$ cat config.mk
export PLATFORM = sky130hd
export DESIGN_NAME = lifeca_rule
export DESIGN_NICKNAME = d
export VERILOG_FILES = /design/src/rtl/core/life_cellular_automaton_grid_top_assert.svh /design/src/rtl/core/lifeca_pkg.sv /design/src/rtl/core/lifeca_rule.sv
export SDC_FILE = /design/constraint.sdc
export NUM_CORES = 1
export LEC_CHECK = 0
export ABC_AREA = 1
export BUFFER_PORTS_ARGS = -buffer_cell sky130_fd_sc_hd__buf_2
export CAP_MARGIN = 20
export CORE_ASPECT_RATIO = 1.1
export CORE_UTILIZATION = 55
export DETAILED_ROUTE_END_ITERATION = 8
export PLACE_DENSITY = 0.8
export SYNTH_ARGS = -nofsm -noshare
export SYNTH_HDL_FRONTEND = slang
export SYNTH_SLANG_ARGS = --single-unit
export TNS_END_PERCENT = 5
$ cat constraint.sdc
create_clock -name vclk -period 3.7
set_input_delay 0.185 -clock vclk [all_inputs]
set_output_delay 0.185 -clock vclk [all_outputs]
set_load 0.1 [all_outputs]
$ cat src/rtl/core/life_cellular_automaton_grid_top_assert.svh
// assertion macros for the life grid block
// expects clk_i and rst_ni in the scope where a macro is used
`ifndef LIFE_CELLULAR_AUTOMATON_GRID_TOP_ASSERT_SVH
`define LIFE_CELLULAR_AUTOMATON_GRID_TOP_ASSERT_SVH

`ifndef SYNTHESIS

// property must hold at every clock edge out of reset
`define LIFECA_ASSERT(lbl, prop, msg) \
  lbl: assert property (@(posedge clk_i) disable iff (!rst_ni) (prop)) else $error(msg);

// expression must never be true out of reset
`define LIFECA_NEVER(lbl, expr, msg) \
  lbl: assert property (@(posedge clk_i) disable iff (!rst_ni) !(expr)) else $error(msg);

`else

`define LIFECA_ASSERT(lbl, prop, msg)

`define LIFECA_NEVER(lbl, expr, msg)

`endif

`endif

$ cat src/rtl/core/lifeca_pkg.sv
// shared types and constants of the life grid block
// no dependencies
`timescale 1ns / 1ps
`default_nettype none

package lifeca_pkg;

  localparam int unsigned ROWS_DEF   = 64;
  localparam int unsigned COLS_DEF   = 64;

  localparam int unsigned OP_W       = 2;
  localparam int unsigned ROW_IDX_W  = 6;
  localparam int unsigned COL_IDX_W  = 6;
  localparam int unsigned ROW_BITS_W = 64;

  // slave tdata: cell_row, cell_col, padded to whole bytes
  localparam int unsigned S_TDATA_W  = 16;
  // master tdata: row_index, row_bits, padded to whole bytes
  localparam int unsigned M_TDATA_W  = 72;

  typedef enum logic [OP_W-1:0] {
    OP_SET   = 2'd0,
    OP_CLEAR = 2'd1,
    OP_READ  = 2'd2,
    OP_STEP  = 2'd3
  } op_e;

  // b3/s23 neighbour counts
  localparam logic [3:0] BIRTH_COUNT = 4'd3;
  localparam logic [3:0] KEEP_COUNT  = 4'd2;

endpackage

`default_nettype wire

$ cat src/rtl/core/lifeca_rule.sv
// b3/s23 update of one row from the rows above and below it
// depends on lifeca_pkg
`timescale 1ns / 1ps
`default_nettype none

module lifeca_rule #(
  parameter int unsigned COLS = 64
) (
  input  wire logic [COLS-1:0] up_i,
  input  wire logic [COLS-1:0] mid_i,
  input  wire logic [COLS-1:0] dn_i,
  output logic      [COLS-1:0] nxt_o
);

  import lifeca_pkg::*;

  // dead guard column on each side
  logic [COLS+1:0] up_x;
  logic [COLS+1:0] mid_x;
  logic [COLS+1:0] dn_x;

  assign up_x  = {1'b0, up_i, 1'b0};
  assign mid_x = {1'b0, mid_i, 1'b0};
  assign dn_x  = {1'b0, dn_i, 1'b0};

  always_comb begin
    logic [3:0] cnt;
    cnt   = '0;
    nxt_o = '0;
    for (int c = 0; c < COLS; c++) begin
      cnt = 4'(up_x[c]) + 4'(up_x[c+1]) + 4'(up_x[c+2])
          + 4'(mid_x[c]) + 4'(mid_x[c+2])
          + 4'(dn_x[c]) + 4'(dn_x[c+1]) + 4'(dn_x[c+2]);
      nxt_o[c] = (cnt == BIRTH_COUNT) || ((cnt == KEEP_COUNT) && mid_i[c]);
    end
  end

endmodule

`default_nettype wire

==> flow_summary_export.csv, run 1 <==
group,metric,value,unit
status,status,"finished, final reports clean",
routing,drt-initial-drc-count,179,
routing,wl_met3,1.30,mm
routing,met1_length,8.96,mm
worst_setup_path,worst_path_largest_cell_delay,0.56,ns
timing,worst_pin_slew,0.499,ns
finish,syn_to_final_growth,18.9,%
timing,fin_crit,3.44,ns
floorplan,initial_core_util,0.568,
timing,relSlewSlack,0.670,
timing,rsz0062_at_grt,"no",
routing,antenna_left,0,
worst_setup_path,crit_path_start_kind,"primary input",
routing,drc,0,
timing,whs,0.944,ns
synthesis,syn_nets,2075,
flow_run,cap_violations,0,
routing,top_layer_used,"met4",
place,hpwl,21.6,mm
timing,clock.fmax,291,MHz
place,port_buffers,256,
synthesis,avgSynthCellArea,7.90,um^2
clock_network,cts_setup_buffers,0,
worst_hold_path,hold_path_class,"primary input to output pin",
worst_setup_path,path_depth,11,
synthesis,synthSimpleGateAreaFrac,0.117,
place,pre_cts_slack,0.249,ns
routing,drt_pass1_iterations,4,
power,ir_drop,619,uV
place,placedCellCount,1951,
floorplan,row_count,54,
finish,clockBufferCount,0,
timing,slew_viol_final,0,
finish,seq_cells,0,
global_route,grt_overflow_total,0,
power,power_density,487,nW/um^2
floorplan,core,20100,um^2
timing,worst_slack,0.260,ns
worst_setup_path,worstPathRequired,3.51,ns
global_route,grt_usage,0.226,
synthesis,synth_top_area_share,0.443,
synthesis,synth.distinct_cells,10,
synthesis,synth_top_family_by_area,"adder cells",
worst_setup_path,cp_num_buf_inv,4,
floorplan,die_w,139,um
global_route,grt_max_degree,4,
finish,drive_gt1_frac,0.152,
worst_setup_path,cp-end-kind,"output pin",
finish,final_cells,1953,
finish,nNetsFinal,2333,
synthesis,synth_top_cell_by_area,"fa_1",
worst_setup_path,worstPathArrival,3.26,ns
timing,hold_viol_final,0,
timing,timing.final.crit_share,0.930,
routing,wl,22.1,mm
synthesis,synth_cells,1443,
worst_setup_path,crit_slowest_cell,"fa_1",
floorplan,die_height,153,um
floorplan,fp.dieArea,21300,um^2
floorplan,io_pins,256,
synthesis,synthMuxAreaShare,0,
worst_setup_path,critPathMaxFanout,2,
worst_setup_path,crit_top_cell,"fa_1",
finish,seq_area,0,um^2
global_route,grt_pass1_vias,10200,
routing,met2_length,11.6,mm
synthesis,synth.yosys.warnings,0,
worst_setup_path,cp_top_family,"adder cells",
clock_network,cts-resized-gates,0,
synthesis,seq_area_frac_synth,0,
place,globalplace.congestion,0.859,
synthesis,yosys.area_share.adder,0.649,
routing,vias,9065,
worst_setup_path,crit_type,"primary input to output pin",
synthesis,synth_area_leaders,"fa_1, ha_1, inv_1, nand2_1, nand3_1",
timing,setup_viol,0,
synthesis,synthXorXnorAreaFrac,0,
worst_setup_path,crit_chain,"buf_2 -> inv_1 -> fa_1 -> fa_1 -> fa_1 -> inv_1 -> ha_1 -> fa_1 -> nand3_1 -> a21oi_1 -> buf_2",
synthesis,netlist_area,11400,um^2
routing,routedWlPerCell,11.3,um
routing,viasPerCell,4.64,
global_route,grt_antenna_before_repair,1,
synthesis,synth-compound-area-share,0.0283,
power,p_leak,0.00830,uW
clock_network,hold_buffers,0,
global_route,grt_pass1_wl,41.2,mm
worst_hold_path,min_path_cells,6,
==> through the flow <==
stage                      util  area (um^2)  power (uW)  TNS [ns]
final                     0.675        13600        6600         0
after global routing      0.675        13500        7300         0
after CTS                 0.675        13500        6660         0
after detailed placement  0.675        13500        6630         0
after global placement    0.675        13500        6390         0
after floorplan               -        11400        4880    -23.94
==> path summary, 6_finish.rpt <==
kind,startpoint,endpoint,slack (ns)
hold / removal,mid_i[15],nxt_o[15],0.94
setup / recovery,up_i[60],nxt_o[61],0.26
==> cell usage after synthesis <==
| cell type | instances |
|---|---|
| o21ai_0 | 2 |
| nand3_1 | 122 |
| nor2_1 | 6 |
| a21oi_1 | 61 |
| nand2_1 | 185 |
| ha_1 | 188 |
| a21boi_0 | 1 |
| fa_1 | 252 |
| or2_0 | 1 |
| inv_1 | 625 |
==> per-layer routing <==
metal / GRT usage / vias up
met1: 0.264 / 4237
li1: - / 4602
met3: 0.0360 / 18
met2: 0.443 / 208
met4: 0.0254 / 0
met5: 0 / -
==> cell families (layout without fill, tap and decap cells) <==
family,after synthesis,in the layout
buffers and inverters,625,881
adders and majority gates,440,440
and+or+nand+nor,314,314
AOI/OAI and AO/OA,64,64
other,0,2
==> final cells by class <==
class	count	area (um^2)
diodes	2	5.00
repair buffers	256	1820
well taps	252	315
fillers	1610	6510
inverters	625	2350
multi-input cells	818	9060
==> placed cells by master, fill, tap and decap left out, drive strengths merged <==
master and count:
a21boi 1, a21oi 61, buf 256, diode 2, fa 252, ha 188, inv 625, nand2 185
nand3 122, nor2 6, o21ai 2, or2 1
==> tightest hold or removal path, stage by stage <==
cell,delay (ns)
buf_2,0.09
inv_1,0.12
nand2_1,0.07
nand3_1,0.06
a21oi_1,0.07
buf_12,0.17
==> report_power, final <==
part           leakage [uW]  switching [uW]  internal [uW]
sequential                0               0              0
clock          0.0000000127               0      0.0000723
combinational       0.00830            4400           2200
total               0.00830            4400           2200
(Power assumes the default switching activity.)
==> run 2, diff against run 1 <==
--- a/config.mk
+++ b/config.mk
@@ -5,13 +5,13 @@
 export SDC_FILE = /design/constraint.sdc
 export NUM_CORES = 1
 export LEC_CHECK = 0
-export ABC_AREA = 1
+export ABC_AREA = 0
 export BUFFER_PORTS_ARGS = -buffer_cell sky130_fd_sc_hd__buf_2
-export CAP_MARGIN = 20
+export CAP_MARGIN = 10
 export CORE_ASPECT_RATIO = 1.1
 export CORE_UTILIZATION = 55
 export DETAILED_ROUTE_END_ITERATION = 8
-export PLACE_DENSITY = 0.8
+export PLACE_DENSITY = 0.81
 export SYNTH_ARGS = -nofsm -noshare
 export SYNTH_HDL_FRONTEND = slang
 export SYNTH_SLANG_ARGS = --single-unit
==> flow_summary_export.csv, run 2 <==
group,metric,value,unit
floorplan,die_w,135,um
global_route,grt_max_degree,4,
timing,timing.final.crit_share,0.927,
worst_setup_path,crit_type,"primary input to output pin",
timing,slew_viol_final,0,
timing,clock.fmax,292,MHz
routing,drt_pass1_iterations,4,
status,status,"finished, final reports clean",
synthesis,netlist_area,10700,um^2
routing,vias,8382,
global_route,grt_antenna_before_repair,7,
power,sw_frac_of_total,0.631,
synthesis,synth_top_cell_by_area,"fa_1",
routing,wl,22.2,mm
finish,syn_to_final_growth,23.7,%
finish,clockBufferCount,0,
synthesis,seq_area_frac_synth,0,
routing,routedWlPerCell,13.0,um
clock_network,hold_buffers,0,
clock_network,cts_setup_buffers,0,
place,globalplace.congestion,0.889,
timing,setup_viol,0,
place,placedCellCount,1700,
floorplan,fp.dieArea,20000,um^2
finish,drive_gt1_frac,0.178,
floorplan,io_pins,256,
power,ir_drop,531,uV
power,p_leak,0.00745,uW
finish,nNetsFinal,2087,
timing,tns,0,ns
global_route,grt_overflow_total,0,
timing,worst_pin_slew,0.487,ns
timing,fin_crit,3.43,ns
synthesis,synthMostInstantiatedCell,"inv_1",
floorplan,die_height,148,um
routing,viasPerCell,4.91,
power,pwr-share-comb,1.000,
routing,drc,0,
timing,rsz0062_at_grt,"no",
place,port_buffers,256,
floorplan,row_count,53,
worst_setup_path,critPathMaxFanout,2,
synthesis,syn_nets,1829,
synthesis,synth.yosys.warnings,0,
synthesis,synth.distinct_cells,14,
timing,whs,0.844,ns
power,power_frac_seq,0,
floorplan,initial_core_util,0.561,
timing,hold_viol_final,0,
synthesis,synth_cells,1197,
finish,final_cells,1706,
finish,seq_cells,0,
routing,antenna_left,0,
flow_run,cap_violations,0,
synthesis,synth_area_leaders,"fa_1, ha_1, inv_1, a21oi_1, nand3_1",
worst_setup_path,cp-end-kind,"output pin",
worst_setup_path,crit_path_start_kind,"primary input",
worst_setup_path,worstPathArrival,3.25,ns
power,power.switching,4010,uW
worst_setup_path,worstPathRequired,3.51,ns
timing,relSlewSlack,0.678,
clock_network,cts-resized-gates,0,
worst_hold_path,hold_path_class,"primary input to output pin",
routing,drt-initial-drc-count,140,
finish,nFillCells,1432,
finish,final_cell_mix,"inv_1, fa_1, buf_2, ha_1, a21oi_1",
synthesis,synth_top_cells_by_count,"inv_1, fa_1, ha_1, a21oi_1",
global_route,grt_usage,0.236,
synthesis,avgSynthCellArea,8.95,um^2
global_route,grt_pass1_wl,38.8,mm
power,power_density,480,nW/um^2
floorplan,core,19100,um^2
global_route,grt_pass1_vias,9340,
power,power.internal,2350,uW
finish,layout_commonest_cell,"inv_1",
finish,seq_area,0,um^2
synthesis,synth_top_area_share,0.471,
place,hpwl,21.7,mm
power,clkPwrFrac,0,
## run 2: cell types whose count changed in the layout (fill, tap and decap cells not counted), sizes merged, moves of 4 or more
cell | before | now
a21oi | 61 | 122
inv | 625 | 442
o21ai | 2 | 61
diode | 2 | 6
nand2 | 185 | 1
or2 | 1 | 61
nand3 | 122 | 61
## run 2: kinds of logic after synthesis
group           count (synthesis)  share of synthesized area
fa+ha+maj                     440                      0.691
simple gates                  131                     0.0683
compound gates                184                     0.0861
buf+inv                       442                      0.155
## run 2: worst paths after layout
check,startpoint,depth (start not counted),to,slack (ns)
worst min-delay path,mid_i[21],4,nxt_o[21],0.84
worst max-delay path,up_i[55],11,nxt_o[56],0.27
## run 2: layer usage
metal,part of all wire,GRT usage,wire length (um)
met5,0.0010,0,23
met4,0.021,0.0444,468
met3,0.074,0.0518,1660
met2,0.52,0.455,11600
met1,0.38,0.263,8490
## run 2: area by class of cell
class	count	area (um^2)	area share
repair buffers	256	2200	0.166
well taps	247	309	0.0233
inverters	442	1660	0.125
multi-input cells	755	9060	0.684
diodes	6	15.0	0.00113
## run 2: stage by stage
step | utilization | instance area (um^2) | total power (uW) | setup slack (ns)
after floorplan | - | 10700 | 4320 | -0.479
after global placement | 0.693 | 13200 | 6150 | 0.311
after detailed placement | 0.693 | 13200 | 6370 | 0.239
after CTS | 0.693 | 13200 | 6420 | 0.239
after global routing | 0.693 | 13200 | 6990 | 0.110
final | 0.693 | 13200 | 6360 | 0.270
## run 2: critical path, stage by stage
cell and delay (ns):
buf_2 0.10, inv_1 0.08, fa_1 0.55, fa_1 0.43, fa_1 0.49, inv_1 0.04
ha_1 0.20, fa_1 0.38, or2_0 0.23, a21oi_1 0.33, buf_12 0.23
## run 2: power by group through the flow
stage,clock network (uW),registers (uW),logic [uW]
2_1_floorplan,0,0,4320
3_3_place_gp,0,0,6150
3_5_place_dp,0,0,6370
4_1_cts,0,0,6420
5_1_grt,0.000145,0,6990
6_report,0.000217,0,6360
