==> src/rtl/core/life_cellular_automaton_grid_top_assert.svh <==
// assertion macros for the life grid block
// expects clk_i and rst_ni in the scope where a macro is used
`ifndef LIFE_CELLULAR_AUTOMATON_GRID_TOP_ASSERT_SVH
`define LIFE_CELLULAR_AUTOMATON_GRID_TOP_ASSERT_SVH

`ifndef SYNTHESIS

// property must hold at every clock edge out of reset
`define LIFECA_ASSERT(lbl, prop, msg) \
  lbl: assert property (@(posedge clk_i) disable iff (!rst_ni) (prop)) else $error(msg);

// expression must never be true out of reset
`define LIFECA_NEVER(lbl, expr, msg) \
  lbl: assert property (@(posedge clk_i) disable iff (!rst_ni) !(expr)) else $error(msg);

`else

`define LIFECA_ASSERT(lbl, prop, msg)

`define LIFECA_NEVER(lbl, expr, msg)

`endif

`endif

==> src/rtl/core/lifeca_cell.sv <==
// one row cell of the grid chain, shifts towards the head when enabled
// depends on nothing
`timescale 1ns / 1ps
`default_nettype none

module lifeca_cell #(
  parameter int unsigned W = 64
) (
  input  wire logic         clk_i,
  input  wire logic         rst_ni,
  input  wire logic         shift_en_i,
  input  wire logic [W-1:0] d_i,
  output logic      [W-1:0] q_o
);

  logic [W-1:0] row_q;

  always_ff @(posedge clk_i or negedge rst_ni) begin
    if (!rst_ni) begin
      row_q <= '0;
    end else if (shift_en_i) begin
      row_q <= d_i;
    end
  end

  assign q_o = row_q;

endmodule

`default_nettype wire

==> config.mk <==
export PLATFORM = sky130hd
export DESIGN_NAME = lifeca_cell
export DESIGN_NICKNAME = d
export VERILOG_FILES = /design/src/rtl/core/life_cellular_automaton_grid_top_assert.svh /design/src/rtl/core/lifeca_cell.sv
export SDC_FILE = /design/constraint.sdc
export NUM_CORES = 1
export LEC_CHECK = 0
export ABC_AREA = 1
export BUFFER_PORTS_ARGS = -buffer_cell sky130_fd_sc_hd__buf_4
export CAP_MARGIN = 20
export CELL_PAD_IN_SITES_DETAIL_PLACEMENT = 2
export CELL_PAD_IN_SITES_GLOBAL_PLACEMENT = 2
export CORE_UTILIZATION = 24
export CTS_CLUSTER_DIAMETER = 100
export DETAILED_ROUTE_END_ITERATION = 7
export GPL_ROUTABILITY_DRIVEN = 0
export GPL_TIMING_DRIVEN = 1
export HOLD_SLACK_MARGIN = 0.06
export PLACE_DENSITY = 0.78
export SYNTH_ARGS = -nofsm -noshare
export SYNTH_HDL_FRONTEND = slang
export SYNTH_SLANG_ARGS = --single-unit
==> constraint.sdc <==
create_clock -name clk_i -period 0.9 [get_ports clk_i]
set_clock_uncertainty 0.2 [all_clocks]
set_input_delay 0.045 -clock clk_i [delete_from_list [all_inputs] [get_ports clk_i]]
set_output_delay 0.045 -clock clk_i [all_outputs]
set_load 0.1 [all_outputs]
==> summary.txt, run 1 <==
Leakage: 0.00279 uW
GR Overflow Total: 0
pre-CTS setup slack: -54.9 ps
Crit. Startpoint: q_o[55]$_DFFE_PN0P_
Util after Layout: 60.5%
Critical-path top delay cell: dfrtp_4
Post-route DRC: 0
synthesis-to-finish area growth: 143%
Logic pwr share: 40.3%
CTS buffer count: 9
Setup WS post-layout: -391 ps
HP Class: in2reg
row count: 36
routed vias/inst: 4.51
Reg2Reg Depth: 3
crit path max fanout: 2
CP Depth: 1
WHS: 43.6 ps
via count: 2816
Tmin final: 1290 ps
CTS sink cnt: 64
status: finished, violations left
DRT Wirelength: 16200 um
Flop pwr share: 33.3%
Total GRT Usage: 25.9%
filler instances: 925
Hold Violations, Final: 0
EDFF count, synth: 0
Least-Margin Pin Slew: 650 ps
post-synthesis average cell area: 9.06 um^2
Worst Path Arrival: 1050 ps
synthesized cell area: 2450 um^2
die height: 103 um
clk_lat worst skew: 340 ps
nets: 553
synth unique cells: 6
Max IR drop VDD: 0.862 mV
failing checks: setup timing
area share of the largest cell type after synthesis: 65.5%
max-cap check violation count: 0
crit end category: output pin
CP endpoint: q_o[55]
Slowest Stage Delay on Critical Path: 520 ps
most frequent cells after synthesis: 192 x nand2_1, 64 x dfrtp_1, 6 x buf_2, 6 x clkbuf_8
setup_tns: -38140 ps
crit path cell chain: buf_12
Die ar.: 10600 um^2
syn nets: 337
ranking of synthesized cells by area: dfrtp_1 65%, nand2_1 29%, clkbuf_8 3.4%, buf_2 1.2%, buf_4 0.31%
Ys Warns: 0
P_sw: 4480 uW
CP top delay family: flip-flops
post-detail-place hpwl: 6020 um
fin crit share: 143%
Reg clk slew, reported paths: 80 ps
Slew Limit Fails: 0
DR iter-0 viols: 60
TritonRoute pass-1 iters: 4
Critical Path RT: 650 ps
r2r endpoint: q_o[49]$_DFFE_PN0P_
Crit path buffers/inverters: 1
Chip Width: 103 um
hold path depth: 4
Fmax achieved: 775 MHz
num ports: 131
commonest register cell after synthesis: dfrtp_1
CTS tree: yes
DR WL/cell: 25.9 um
cell taking the most area after synthesis: dfrtp_1
Mapped Cells: 270
Cell Int Power: 6610 uW
final antenna-violating net count: 0
switching fraction of total power: 40.4%
effective utilization at floorplan: 24.9%
R2R setup slack: -180 ps
initial antenna violation count: 0
first-pass GRT wire length: 19500 um
Clock Power Share: 26.4%
Max-slew headroom: 56.5%
H-tree Lvls: 3
FF-to-FF Start: q_o[49]$_DFFE_PN0P_
Clock Path Buffers: 2
WS Path Type: reg2out
register area share after synthesis: 65.5%
IO buf count: 130
RSZ-0062 raised after global routing: yes
most numerous cell in the Yosys netlist: nand2_1
pin count of the biggest net entering global routing: 37
endpoints failing setup: 192
core box area: 9820 um^2
Clock Tree Root: clkbuf_8
#FFs+latches synth: 64
Pwr Density: 1870 nW/um^2
Setup crit start kind: flop
Ant. Diodes: 0
layout cell share with drive strength beyond 1: 66.2%
Post-synth ARST share: 100%
vias in the first global route: 3324
max reg flops: 64
worst reg2reg max path, delay by kind of cell, from the launching register on:
| kind | cells | cell delay [ps] |
|---|---|---|
| buffers and inverters | 1 | 150 |
| and+or+nand+nor | 2 | 120 |
| DFF | 1 | 510 |
worst min-delay path by stage:
stage / startpoint / to / slack, ps
2_1_floorplan: rst_ni / q_o[0]$_DFFE_PN0P_ / -450
3_3_place_gp: rst_ni / q_o[38]$_DFFE_PN0P_ / -310
3_5_place_dp: rst_ni / q_o[35]$_DFFE_PN0P_ / -300
4_1_cts: shift_en_i / q_o[30]$_DFFE_PN0P_ / -20
5_1_grt: shift_en_i / q_o[30]$_DFFE_PN0P_ / 30
6_report: shift_en_i / q_o[30]$_DFFE_PN0P_ / 40
power groups by stage:
stage | Clock (uW) | Combinational, uW | Sequential [uW]
2_1_floorplan | 0 | 319 | 5410
3_3_place_gp | 0 | 3050 | 3480
3_5_place_dp | 0 | 3100 | 3500
4_1_cts | 2830 | 4040 | 3590
5_1_grt | 3100 | 4580 | 3710
6_report | 2930 | 4470 | 3690
layout by cell type, fill, tap and decap left out:
master and count:
buf_6 15, buf_4 71, dfrtp_4 63, dlygate4sd3_1 65, nand2_1 98, nand2_4 14, dfrtp_2 1, bufinv_16 2
inv_2 1, clkbuf_8 10, buf_12 67, clkinv_2 1, nand2_2 80, clkbuf_1 3
layout make-up:
class / count / area, um^2 / share of cell area [%]
clock buffers: 13 / 149 / 2.51
clock inverters: 3 / 65.1 / 1.09
inverters: 1 / 3.75 / 0.0632
multi-input cells: 192 / 1030 / 17.3
flip-flops and latches: 64 / 1840 / 30.9
well taps: 133 / 166 / 2.80
repair buffers: 218 / 2690 / 45.3
timing repair:
action | in CTS | in global routing
pin swaps | 1 | 5
buffers inserted | 5 | 13
resized for setup | 204 | 109
hold endpoints to repair | 128 | 85
setup endpoints to repair | 84 | 191
hold buffers | 65 | 1
cells by family after synthesis:
logic type | count (synthesis) | share of synthesized area (%)
buffers and inverters | 14 | 5.06
flip-flops | 64 | 65.5
AND/OR/NAND/NOR | 192 | 29.5
metrics by stage:
stage / cells / cell area (um^2) / power, uW
after floorplan: 270 / 2680 / 5720
after global placement: 528 / 3820 / 6530
after detailed placement: 528 / 3820 / 6600
after CTS: 614 / 5550 / 10500
after global routing: 624 / 5940 / 11400
final: 624 / 5940 / 11100
routing by layer:
metal	vias to the layer above	GRT usage, %	wire length (um)
met4	0	8.78	692
met5	-	0	0
met3	41	6.10	826
met2	122	52.4	9230
li1	1233	-	-
met1	1420	25.3	5420
Power figures use the tool's default switching activity.
==> run 2, diff against run 1 <==
--- a/config.mk
+++ b/config.mk
@@ -10,13 +10,14 @@
 export CAP_MARGIN = 20
 export CELL_PAD_IN_SITES_DETAIL_PLACEMENT = 2
 export CELL_PAD_IN_SITES_GLOBAL_PLACEMENT = 2
-export CORE_UTILIZATION = 24
+export CORE_UTILIZATION = 25
+export CTS_BUF_LIST = sky130_fd_sc_hd__clkbuf_2
 export CTS_CLUSTER_DIAMETER = 100
 export DETAILED_ROUTE_END_ITERATION = 7
 export GPL_ROUTABILITY_DRIVEN = 0
 export GPL_TIMING_DRIVEN = 1
 export HOLD_SLACK_MARGIN = 0.06
-export PLACE_DENSITY = 0.78
+export PLACE_DENSITY = 0.81
 export SYNTH_ARGS = -nofsm -noshare
 export SYNTH_HDL_FRONTEND = slang
 export SYNTH_SLANG_ARGS = --single-unit
==> run 2 against run 1 <==
Compared with the run above:
- the flow now stops in global routing (5_1_grt)
- area after synthesis stayed put
- synthesized cell count stayed put
==> summary.txt, run 2 <==
Clock Tree Root: clkbuf_2
post-detail-place hpwl: 5600 um (-6.9%)
status: aborted with a tool error
Chip Width: 101 um (-2.0%)
IO buf count: 130 (unchanged)
synthesized cell area: 2450 um^2 (unchanged)
H-tree Lvls: 3 (unchanged)
initial antenna violation count: 0
cell taking the most area after synthesis: dfrtp_1
commonest register cell after synthesis: dfrtp_1
EDFF count, synth: 0 (unchanged)
Clock Path Buffers: 2 (unchanged)
most frequent cells after synthesis: 192 x nand2_1, 64 x dfrtp_1, 6 x buf_2, 6 x clkbuf_8
die height: 101 um (-2.0%)
Ys Warns: 0 (unchanged)
Post-synth ARST share: 100% (unchanged)
#FFs+latches synth: 64 (unchanged)
pre-CTS setup slack: -56.1 ps (-1.19 ps)
Worst endpoint type: output port
placed cell area: 3800 um^2 (-0.39%)
pin count of the biggest net entering global routing: 65
CTS sink cnt: 64 (unchanged)
Err: [ERROR DPL-0033] detailed placement checks failed during check placement.
synth unique cells: 6 (unchanged)
CTS buffer count: 9 (unchanged)
post-synthesis average cell area: 9.06 um^2 (unchanged)
num ports: 131 (unchanged)
area share of the largest cell type after synthesis: 65.5% (unchanged)
Fail Step: global routing (5_1_grt)
effective utilization at floorplan: 26.1% (+1.2 points)
register area share after synthesis: 65.5% (unchanged)
post-GRT worst EP: q_o[56]
syn nets: 337 (unchanged)
most numerous cell in the Yosys netlist: nand2_1
Mapped Cells: 270 (unchanged)
ranking of synthesized cells by area: dfrtp_1 65%, nand2_1 29%, clkbuf_8 3.4%, buf_2 1.2%, buf_4 0.31%
row count: 35 (-2.8%)
==> run 2: cell counts after synthesis <==
Identical to the previous run, type by type.
==> run 2: through the flow <==
step	std cells	hold WS, ps	utilization [%]
after floorplan	270	-451	-
after global placement	521	-344	40.6
after detailed placement	521	-344	40.6
after CTS	608	-207	58.3
==> run 2: kinds of logic after synthesis <==
kind of cell           synth area share, %
flip-flops                            65.5
AND/OR/NAND/NOR                       29.5
buffers and inverters                 5.06
==> run 2: repair_timing <==
item	in CTS
endpoints found under the setup margin	101
gates resized for setup	221
hold buffers	66
hold endpoints to repair	128
setup buffers	7
pin swaps	2
==> run 3, diff against run 2 <==
==> config.mk (replaced) <==
export PLATFORM = sky130hd
export DESIGN_NAME = lifeca_cell
export DESIGN_NICKNAME = d
export VERILOG_FILES = /design/src/rtl/core/life_cellular_automaton_grid_top_assert.svh /design/src/rtl/core/lifeca_cell.sv
export SDC_FILE = /design/constraint.sdc
export NUM_CORES = 1
export LEC_CHECK = 0
export ABC_AREA = 1
export BUFFER_PORTS_ARGS = -buffer_cell sky130_fd_sc_hd__buf_4
export CAP_MARGIN = 20
export CORE_UTILIZATION = 20
export DETAILED_ROUTE_END_ITERATION = 7
export GPL_ROUTABILITY_DRIVEN = 0
export GPL_TIMING_DRIVEN = 1
export PLACE_DENSITY_LB_ADDON = 0.15
export SYNTH_ARGS = -nofsm -noshare
export SYNTH_HDL_FRONTEND = slang
export SYNTH_SLANG_ARGS = --single-unit
==> run 3 against run 2 <==
Compared with the run above:
- the flow now finishes, with violations (hold timing, setup timing)
==> summary.txt, run 3 (same netlist as run 1, synthesis figures left out) <==
RSZ-0062 raised after global routing: yes
CP top delay family: flip-flops
synthesis-to-finish area growth: 133%
Max-slew headroom: 83.5%
Slew Limit Fails: 0
Tmin final: 1250 ps
Clock Path Buffers: 2 (unchanged)
Pwr Density: 1890 nW/um^2
effective utilization at floorplan: 20.4% (-5.7 points)
Ant. Diodes: 0
CTS tree: yes
routed vias/inst: 3.93
Max IR drop VDD: 0.818 mV
WHS: -33.5 ps
setup_tns: -21650 ps
hold_buf cts: 65 (-1.5%)
first-pass GRT wire length: 12800 um
Post-route DRC: 0
failing checks: hold timing, setup timing
Hold Violations, Final: 41
Clock Tree Root: clkbuf_16
GR Overflow Total: 0
Logic pwr share: 37.0%
Slowest Stage Delay on Critical Path: 500 ps
DR WL/cell: 12.4 um
pre-CTS setup slack: -41.9 ps (+14.2 ps)
Clock Power Share: 29.5%
layout cell share with drive strength beyond 1: 55.5%
initial antenna violation count: 0
TritonRoute pass-1 iters: 4
crit end category: output pin
endpoints failing setup: 91
CTS sink cnt: 64 (unchanged)
Fmax achieved: 803 MHz
Crit path buffers/inverters: 1
post-detail-place hpwl: 4660 um (-17%)
CTS buffer count: 9 (unchanged)
Critical-path top delay cell: dfrtp_4
max reg flops: 64
Critical Path RT: 650 ps
DRT Wirelength: 7700 um
Worst Path Arrival: 1000 ps
row count: 40 (+14%)
Setup crit start kind: flop
crit path cell chain: buf_12
most frequent cells in the layout: 142 x nand2_1, 70 x buf_12, 66 x buf_4
nets: 537
leading cell type in the layout, fill and taps excluded: nand2_1
crit path max fanout: 2
Flop pwr share: 33.5%
WS Path Type: reg2out
R2R setup slack: -100 ps
Reg clk slew, reported paths: 50 ps
final antenna-violating net count: 0
core box area: 12000 um^2
Die ar.: 12700 um^2
status: finished, violations left
DR iter-0 viols: 50
HP Class: in2reg
die height: 113 um (+12%)
Leakage: 0.00265 uW
filler instances: 1108
max-cap check violation count: 0
Chip Width: 113 um (+12%)
clk_lat worst skew: 330 ps
Total GRT Usage: 13.2%
switching fraction of total power: 36.5%
overall power: 10800 uW
Least-Margin Pin Slew: 248 ps
num ports: 131 (unchanged)
via count: 2438
pin count of the biggest net entering global routing: 38
Cell Int Power: 6850 uW
P_sw: 3940 uW
H-tree Lvls: 3 (unchanged)
IO buf count: 130 (unchanged)
Setup WS post-layout: -346 ps
vias in the first global route: 2497
fin crit share: 138%
[run 3: power by group through the flow]
stage	clock, uW	combinational (uW)	sequential (uW)
2_1_floorplan	0	319	5410
3_3_place_gp	0	3060	3480
3_5_place_dp	0	3070	3490
4_1_cts	3340	3960	3590
5_1_grt	3500	4150	3650
6_report	3180	3990	3620
[run 3: stage by stage]
step | utilization, % | hold slack, ps | instances | cell area, um^2
6_report | 47.6 | -33.5 | 621 | 5700
5_1_grt | 47.6 | -33.6 | 621 | 5700
4_1_cts | 46.5 | -37.4 | 620 | 5560
3_5_place_dp | 32.1 | -167 | 540 | 3840
3_3_place_gp | 32.1 | -159 | 540 | 3840
2_1_floorplan | - | -451 | 270 | 2680
[run 3: cell type report]
type                       instances  area [um^2]  area share [%]
timing repair buffer             202         2560            44.9
multi-input combinational        192          846            14.8
tap                              147          184            3.23
clock buffer                      15          268            4.70
sequential                        64         1840            32.3
inverter                           1         3.75          0.0659
[run 3: per-layer routing]
metal  vias up  GRT usage [%]  routed length (um)
li1       1204              -                   -
met1      1141           15.3                3210
met2        78           21.8                3850
met3        15           4.00                 438
met4         0           7.38                 203
met5         -              0                   0
[run 3: path summary, 6_finish.rpt]
| kind | startpoint | end | cells past startpoint |
|---|---|---|---|
| max in group asynchronous | rst_ni | q_o[19]$_DFFE_PN0P_ | 3 |
| worst max register to register | q_o[40]$_DFFE_PN0P_ | q_o[40]$_DFFE_PN0P_ | 3 |
| worst min-delay path | shift_en_i | q_o[41]$_DFFE_PN0P_ | 4 |
| min in group asynchronous | rst_ni | q_o[46]$_DFFE_PN0P_ | 3 |
| worst max-delay path | q_o[43]$_DFFE_PN0P_ | q_o[43] | 1 |
| worst min register to register | q_o[0]$_DFFE_PN0P_ | q_o[0]$_DFFE_PN0P_ | 2 |
[run 3: what timing repair did]
action                                  CTS  global route
endpoints found under the hold margin   128            24
gates resized for setup                 192            51
pin swaps                                 0             2
endpoints found under the setup margin   68           127
gates cloned                              0             0
buffers inserted                          0             1
